### src/hdl/suue_pkg.sv
package suue_pkg;

  typedef struct packed {
    logic [7:0] rx_byte;
    logic       frame_end;
  } suue_in_t;

  typedef struct packed {
    logic [7:0] ufrag_byte;
    logic [1:0] status;
    logic       run_end;
  } suue_out_t;

  typedef enum logic [2:0] {
    PH_HEADER = 3'd0,
    PH_ATTR   = 3'd1,
    PH_VALUE  = 3'd3,
    PH_FOUND  = 3'd4,
    PH_DONE   = 3'd5
  } walk_phase_t;

  // Prefix write port from the walker into the current buffer bank.
  typedef struct packed {
    logic       we;
    logic [7:0] data;
  } suue_wr_t;

  // Frame summary that the walker hands to the result side on the last byte.
  typedef struct packed {
    logic       fire;
    logic       run;
    logic [1:0] status;
  } suue_done_t;

  localparam logic [1:0] ST_NONE  = 2'd0;
  localparam logic [1:0] ST_FOUND = 2'd1;
  localparam logic [1:0] ST_LONG  = 2'd2;

  localparam int CNT_W   = 17;
  localparam int START_W = 18;

  localparam logic [CNT_W-1:0]   COUNT_MAX  = 17'h1FFFF;
  localparam logic [CNT_W-1:0]   POS_LEN_HI = 17'd2;
  localparam logic [CNT_W-1:0]   POS_LEN_LO = 17'd3;
  localparam logic [CNT_W-1:0]   POS_HDR_LAST = 17'd19;
  localparam logic [CNT_W-1:0]   HDR_COUNT  = 17'd20;
  localparam logic [START_W-1:0] HDR_BYTES  = 18'd20;
  localparam logic [START_W-1:0] ATTR_HDR   = 18'd4;
  localparam logic [START_W-1:0] PAD_MASK   = 18'd3;
  localparam logic [START_W-1:0] IDX_TYPE_END = 18'd2;
  localparam logic [START_W-1:0] IDX_LAST   = 18'd3;
  localparam logic [15:0]        ATTR_USERNAME = 16'h0006;
  localparam logic [7:0]         COLON      = 8'h3A;

endpackage

### src/hdl/suue_walk.sv
module suue_walk #(
  parameter int MAX_UFRAG = 32,
  parameter int IW        = 5,
  parameter int PLW       = 6
) (
  input  logic                clk,
  input  logic                rst,
  input  logic                en,
  input  suue_pkg::suue_in_t  item,
  output suue_pkg::suue_wr_t  wr,
  output logic [IW-1:0]       wr_addr,
  output suue_pkg::suue_done_t done,
  output logic [PLW-1:0]      done_len
);
  import suue_pkg::*;

  localparam logic [PLW-1:0] PLEN_MAX  = PLW'(MAX_UFRAG);
  localparam logic [PLW-1:0] PLEN_OVER = PLW'(MAX_UFRAG + 1);

  logic [CNT_W-1:0]   byte_count, byte_count_next;
  logic [15:0]        declared_length, declared_length_next;
  logic [START_W-1:0] attr_start, attr_start_next;
  logic [15:0]        attr_type_reg, attr_type_reg_next;
  logic [15:0]        attr_length_reg, attr_length_reg_next;
  walk_phase_t        walk_phase, walk_phase_next;
  logic [PLW-1:0]     prefix_length, prefix_length_next;
  logic               colon_seen, colon_seen_next;

  logic [START_W-1:0] pos, msg_end, idx, vend_cur, vend_new, step, start_cand;
  logic               none;

  always_comb begin
    byte_count_next      = (byte_count == COUNT_MAX) ? byte_count : byte_count + 1'b1;
    declared_length_next = declared_length;
    attr_start_next      = attr_start;
    attr_type_reg_next   = attr_type_reg;
    attr_length_reg_next = attr_length_reg;
    walk_phase_next      = walk_phase;
    prefix_length_next   = prefix_length;
    colon_seen_next      = colon_seen;
    wr.we                = 1'b0;
    wr.data              = item.rx_byte;

    pos      = START_W'(byte_count);
    msg_end  = HDR_BYTES + START_W'(declared_length);
    idx      = pos - attr_start;
    vend_cur = attr_start + ATTR_HDR + START_W'(attr_length_reg);
    vend_new = vend_cur;
    step     = '0;
    start_cand = attr_start;

    unique case (walk_phase)
      PH_HEADER: begin
        if (byte_count == POS_LEN_HI) begin
          declared_length_next = {item.rx_byte, 8'h00};
        end else if (byte_count == POS_LEN_LO) begin
          declared_length_next = declared_length | {8'h00, item.rx_byte};
        end else if (byte_count == POS_HDR_LAST) begin
          attr_start_next = HDR_BYTES;
          walk_phase_next = (HDR_BYTES + ATTR_HDR > msg_end) ? PH_DONE : PH_ATTR;
        end
      end
      PH_ATTR: begin
        if (pos >= attr_start) begin
          if (idx < IDX_TYPE_END) begin
            attr_type_reg_next = {attr_type_reg[7:0], item.rx_byte};
          end else begin
            attr_length_reg_next = {attr_length_reg[7:0], item.rx_byte};
          end
          vend_new   = attr_start + ATTR_HDR + START_W'(attr_length_reg_next);
          step       = (START_W'(attr_length_reg_next) + PAD_MASK) & ~PAD_MASK;
          start_cand = attr_start + ATTR_HDR + step;
          if (idx == IDX_LAST) begin
            if (attr_type_reg_next == ATTR_USERNAME) begin
              if (vend_new > msg_end) begin
                walk_phase_next = PH_DONE;
              end else if (attr_length_reg_next == 16'h0000) begin
                walk_phase_next = PH_FOUND;
              end else begin
                walk_phase_next = PH_VALUE;
              end
            end else begin
              attr_start_next = start_cand;
              walk_phase_next = (start_cand + ATTR_HDR > msg_end) ? PH_DONE : PH_ATTR;
            end
          end
        end
      end
      PH_VALUE: begin
        if (!colon_seen) begin
          if (item.rx_byte == COLON) begin
            colon_seen_next = 1'b1;
          end else if (prefix_length < PLEN_MAX) begin
            wr.we              = en;
            prefix_length_next = prefix_length + 1'b1;
          end else begin
            prefix_length_next = PLEN_OVER;
          end
        end
        if (pos + 1'b1 >= vend_cur) begin
          walk_phase_next = PH_FOUND;
        end
      end
      default: begin
      end
    endcase

    none = (byte_count_next < HDR_COUNT) || (walk_phase_next != PH_FOUND) ||
           !colon_seen_next || (prefix_length_next == '0);
    done.fire = en && item.frame_end;
    done.run  = !none && (prefix_length_next <= PLEN_MAX);
    priority if (none) begin
      done.status = ST_NONE;
    end else if (prefix_length_next > PLEN_MAX) begin
      done.status = ST_LONG;
    end else begin
      done.status = ST_FOUND;
    end
  end

  assign wr_addr  = prefix_length[IW-1:0];
  assign done_len = prefix_length_next;

  always_ff @(posedge clk) begin
    if (rst || (en && item.frame_end)) begin
      byte_count      <= '0;
      declared_length <= '0;
      attr_start      <= HDR_BYTES;
      attr_type_reg   <= '0;
      attr_length_reg <= '0;
      walk_phase      <= PH_HEADER;
      prefix_length   <= '0;
      colon_seen      <= 1'b0;
    end else if (en) begin
      byte_count      <= byte_count_next;
      declared_length <= declared_length_next;
      attr_start      <= attr_start_next;
      attr_type_reg   <= attr_type_reg_next;
      attr_length_reg <= attr_length_reg_next;
      walk_phase      <= walk_phase_next;
      prefix_length   <= prefix_length_next;
      colon_seen      <= colon_seen_next;
    end
  end

endmodule

### src/hdl/stun_username_ufrag_extractor.sv
// A frame's first result is registered in the input, run and output registers in turn.
// Throughput: one input item per cycle while data_stall is low; one result per cycle
// within a run while ufrag_stall is low, and an idle output between runs.
// A frame's last item waits in the input register while the previous frame's run of up to
// MAX_UFRAG results is still draining; the prefix buffer is double banked for this.
// Reset is synchronous and active high; it clears the walk state and both handshakes.
module stun_username_ufrag_extractor #(
  parameter int MAX_UFRAG = 32
) (
  input  logic                clk,
  input  logic                rst,
  input  logic                data_valid,
  output logic                data_stall,
  input  suue_pkg::suue_in_t  data,
  output logic                ufrag_valid,
  input  logic                ufrag_stall,
  output suue_pkg::suue_out_t ufrag
);
  import suue_pkg::*;

  localparam int IW  = (MAX_UFRAG > 1) ? $clog2(MAX_UFRAG) : 1;
  localparam int PLW = $clog2(MAX_UFRAG + 2);

  logic           stg_valid;
  suue_in_t       stg;
  logic           adv;

  suue_wr_t       wr;
  logic [IW-1:0]  wr_addr;
  suue_done_t     done;
  logic [PLW-1:0] done_len;
  logic [PLW-1:0] len_m1;

  logic [7:0]     pbuf [2][MAX_UFRAG];
  logic           wb;

  logic           busy;
  logic           rd_bank;
  logic [IW-1:0]  rd_idx;
  logic [IW-1:0]  rd_last;
  logic           rd_run;
  logic [1:0]     rd_status;
  logic           emit;

  assign adv        = stg_valid && !(stg.frame_end && busy);
  assign data_stall = stg_valid && !adv;
  assign emit       = busy && (!ufrag_valid || !ufrag_stall);
  assign len_m1     = done_len - 1'b1;

  always_ff @(posedge clk) begin
    if (rst) begin
      stg_valid <= 1'b0;
    end else if (data_valid && !data_stall) begin
      stg_valid <= 1'b1;
    end else if (adv) begin
      stg_valid <= 1'b0;
    end
  end

  always_ff @(posedge clk) begin
    if (data_valid && !data_stall) begin
      stg <= data;
    end
  end

  suue_walk #(
    .MAX_UFRAG(MAX_UFRAG),
    .IW       (IW),
    .PLW      (PLW)
  ) u_walk (
    .clk     (clk),
    .rst     (rst),
    .en      (adv),
    .item    (stg),
    .wr      (wr),
    .wr_addr (wr_addr),
    .done    (done),
    .done_len(done_len)
  );

  always_ff @(posedge clk) begin
    if (wr.we) begin
      pbuf[wb][wr_addr] <= wr.data;
    end
  end

  always_ff @(posedge clk) begin
    if (rst) begin
      wb   <= 1'b0;
      busy <= 1'b0;
    end else if (done.fire) begin
      wb   <= !wb;
      busy <= 1'b1;
    end else if (emit && (!rd_run || rd_idx == rd_last)) begin
      busy <= 1'b0;
    end
  end

  always_ff @(posedge clk) begin
    if (done.fire) begin
      rd_bank   <= wb;
      rd_idx    <= '0;
      rd_last   <= len_m1[IW-1:0];
      rd_run    <= done.run;
      rd_status <= done.status;
    end else if (emit) begin
      rd_idx <= rd_idx + 1'b1;
    end
  end

  always_ff @(posedge clk) begin
    if (rst) begin
      ufrag_valid <= 1'b0;
    end else if (emit) begin
      ufrag_valid <= 1'b1;
    end else if (!ufrag_stall) begin
      ufrag_valid <= 1'b0;
    end
  end

  always_ff @(posedge clk) begin
    if (emit) begin
      ufrag.ufrag_byte <= rd_run ? pbuf[rd_bank][rd_idx] : 8'h00;
      ufrag.status     <= rd_status;
      ufrag.run_end    <= !rd_run || (rd_idx == rd_last);
    end
  end

endmodule

### config.mk
export PLATFORM = sky130hd
export DESIGN_NAME = stun_username_ufrag_extractor
export DESIGN_NICKNAME = d
export VERILOG_FILES = /design/src/hdl/suue_pkg.sv /design/src/hdl/suue_walk.sv /design/src/hdl/stun_username_ufrag_extractor.sv
export SDC_FILE = /design/constraint.sdc
export NUM_CORES = 1
export LEC_CHECK = 0
export BUFFER_PORTS_ARGS = -buffer_cell sky130_fd_sc_hd__buf_2
export CORE_ASPECT_RATIO = 1.25
export CORE_UTILIZATION = 35
export DETAILED_ROUTE_END_ITERATION = 7
export PLACE_DENSITY = 0.61
export SLEW_MARGIN = 20
export SYNTH_ARGS = -nofsm -noshare
export SYNTH_HDL_FRONTEND = slang
export SYNTH_HIERARCHICAL = 1
export SYNTH_SLANG_ARGS = --single-unit
### constraint.sdc
create_clock -name clk -period 8.2 [get_ports clk]
set_input_delay 0.82 -clock clk [delete_from_list [all_inputs] [get_ports clk]]
set_output_delay 0.82 -clock clk [all_outputs]
set_load 0.01 [all_outputs]
==> run metrics <==
status=finished, final reports clean; crit start category=flop; cts bufs inserted=69; sequential area share after synthesis=0.592; root buf cell=clkbuf_16; die width=268 um; ranking of synthesized cells by area=edfxtp_1, dfxtp_1, mux4_2; H-tree levels=3; fin crit period=7.85 ns; final WL=79500 um; DP HPWL=53700 um; CTS tree=yes; total global routing overflow=0; Layout Skew=0.0316 ns; # IOs=26; Clock Latency Late Sink=0.61 ns; largest family of logic cells by synthesized area=multiplexers; Critical Path Sink Type=flop; commonest non-fill, non-tap cell in the layout=edfxtp_1; max-slew violation count=0; initial antenna violation count=0; TNS Setup=0 ns; f_max=0.127 GHz; Simple-Gate Fraction of Synth Area=0.0971; Syn Nets=2501; Ys Warns=6; most used cell, CP=ha_1; Setup crit start=u_walk/attr_start[9]; most frequent cells in the layout=edfxtp_1, nor2_1, nand2_1; gr usage total=0.177; Max-Cap Viols=0; Max Root-Sink Buffers=3; number of hold buffers added after CTS=0; RD Place Congestion=0.934; CP required=8.57 ns; clk slew on worst S/H paths=0.06 ns; Final Hold Vio Count=0; starting density of the core=0.354; Post-Synth Adder-Cell Area=0.0505; cell at the slowest stage of the critical path=or4_4; remaining antenna violation count=0; kind of critical path=reg2reg; Via density=5.44; leakage power=12.0 nW; cell family with most CP delay=simple AND/OR/NAND/NOR gates; clk sinks=642; endpoints failing setup=0; Levels on crit path=32; Slew HR=0.265; biggest regs=pbuf (512), u_walk/byte_count (17); Yosys cell types=79; multiplexer area fraction after synthesis=0.105; drt first pass iters=5; reg-to-reg startpoint=u_walk/attr_start[9]; Post-Syn Area=30900 um^2; Power Density=214 nW/um^2; Buffers on Ports=25; WHS=0.391 ns; actual slew at the worst max-slew pin=1.10 ns; share of cells above drive strength 1=0.131; DP Cell Count=3503; Die Height=334 um; Synth Instances=2364; row count=121; Worst Hold Class=in2reg; CP Data Arrival Time=8.21 ns; max reg flops=512; final-layout fill cell count=8209; EDFF count, synth=541; ys flop type=edfxtp_1; Syn Area/Cell=13.1 um^2; global-route wire length before repair=120000 um; core box area=87200 um^2; Compound-Gate Fraction of Synth Area=0.0889; Die Area=89400 um^2; First DRT Iteration DRCs=1534; vias in the first global route=19800; Layout Nets=2546; worst-case reg-to-reg path depth=32; max incr delay on CP=0.60 ns; Finished Layout Cells=3634; Top reg by flops=pbuf; vias=19800; largest area contributor in the netlist=edfxtp_1; r2r endpoint=rd_status[0]; Bufs and invs on worst path=2; xor/xnor share of the synthesized area=0.0360; drc violations=0; Tcrit/Tclk final=0.957; number of synthesized register bits=642; top-area cell type share of the netlist area=0.526; Reg2Reg Setup Slack=0.35 ns; worst-path fanout max=5; Area growth syn-to-layout=12.8%; DR WL/cell=21.9 um; share of async-settable or async-resettable flops after synthesis=0; Critical Path Sink=rd_status[0]; worst vdd ir=0.132 mV; Layout Utilization=0.399; largest net degree at the start of global routing=120
-- repair_timing --
item                                    4_1_cts  5_1_grt
setup buffers                                 0        2
endpoints found under the setup margin        2        4
gates resized for setup                       1       23
endpoints found under the hold margin         0        0
pin swaps                                     0        7
-- logic make-up after synthesis --
family	Yosys count
adder cells (fa/ha/maj)	124
AO/OA/AOI/OAI	429
buffers and inverters	196
flip-flops	642
AND/OR/NAND/NOR	618
other	2
multiplexers	226
XOR/XNOR	127
-- per-layer routing --
metal,up-vias,global-route usage,share of wire
met5,-,0,0
met4,0,0.0766,0.040
met3,153,0.0257,0.052
met2,621,0.305,0.51
met1,9905,0.218,0.40
li1,9108,-,-
-- power breakdown --
| group | internal [mW] | leakage (nW) | switching (mW) |
|---|---|---|---|
| sequential | 3.55 | 5.68 | 0.0537 |
| clock | 1.88 | 1.12 | 1.31 |
| combinational | 0.253 | 5.17 | 0.413 |
| total | 5.69 | 12.0 | 1.78 |
-- layout make-up --
cell class / count / area, um^2 / area share
diodes: 2 / 5.00 / 0.000144
clock buffers: 85 / 1820 / 0.0522
clock inverters: 41 / 509 / 0.0146
inverters: 75 / 282 / 0.00808
multi-input cells: 1526 / 11800 / 0.339
flip-flops and latches: 642 / 18300 / 0.525
well taps: 1168 / 1460 / 0.0420
repair buffers: 95 / 671 / 0.0193
-- through the flow --
step | power [mW] | area, um^2 | worst slack, ns
after floorplan | 4.09 | 30900 | 0.561
after global placement | 4.33 | 32300 | 0.266
after detailed placement | 4.34 | 32300 | 0.00593
after CTS | 7.52 | 34700 | 0.0491
after global routing | 7.69 | 34800 | -0.0443
final | 7.47 | 34800 | 0.355
-- cell usage after synthesis, types with 6 or more instances --
library cell	number
a211oi_1	41
a21o_1	19
a21oi_1	142
a221oi_1	17
a22o_1	8
a31oi_1	10
and2_1	8
and3_1	22
and4_1	8
buf_1	8
buf_2	15
buf_4	24
buf_6	7
clkbuf_1	63
dfxtp_1	101
edfxtp_1	541
ha_1	123
inv_1	74
mux2i_1	141
mux4_2	78
nand2_1	145
nand2b_1	10
nand3_1	56
nand4_1	26
nor2_1	197
nor2b_1	30
nor3_1	37
nor4_1	18
o211ai_1	9
o21a_1	13
o21ai_0	81
o21bai_1	7
o221ai_1	16
o22ai_1	18
o31ai_1	7
or2_2	6
or3_1	21
or4_1	11
xnor2_1	71
xor2_1	56
-- worst min path at each step --
| stage | slack, ns | cells past startpoint | end | start |
|---|---|---|---|---|
| finish | 0.39 | 1 | stg[1] | data[1] |
| global route | 0.37 | 1 | stg[1] | data[1] |
| CTS | 0.36 | 1 | stg[1] | data[1] |
| detailed placement | 0.44 | 2 | u_walk/attr_type_reg[13] | u_walk/attr_type_reg[13] |
| global placement | 0.44 | 2 | u_walk/attr_type_reg[13] | u_walk/attr_type_reg[13] |
| floorplan | 0.40 | 0 | ufrag[1] | rd_status[0] |
Note: power is estimated with default switching activity, not from simulation.
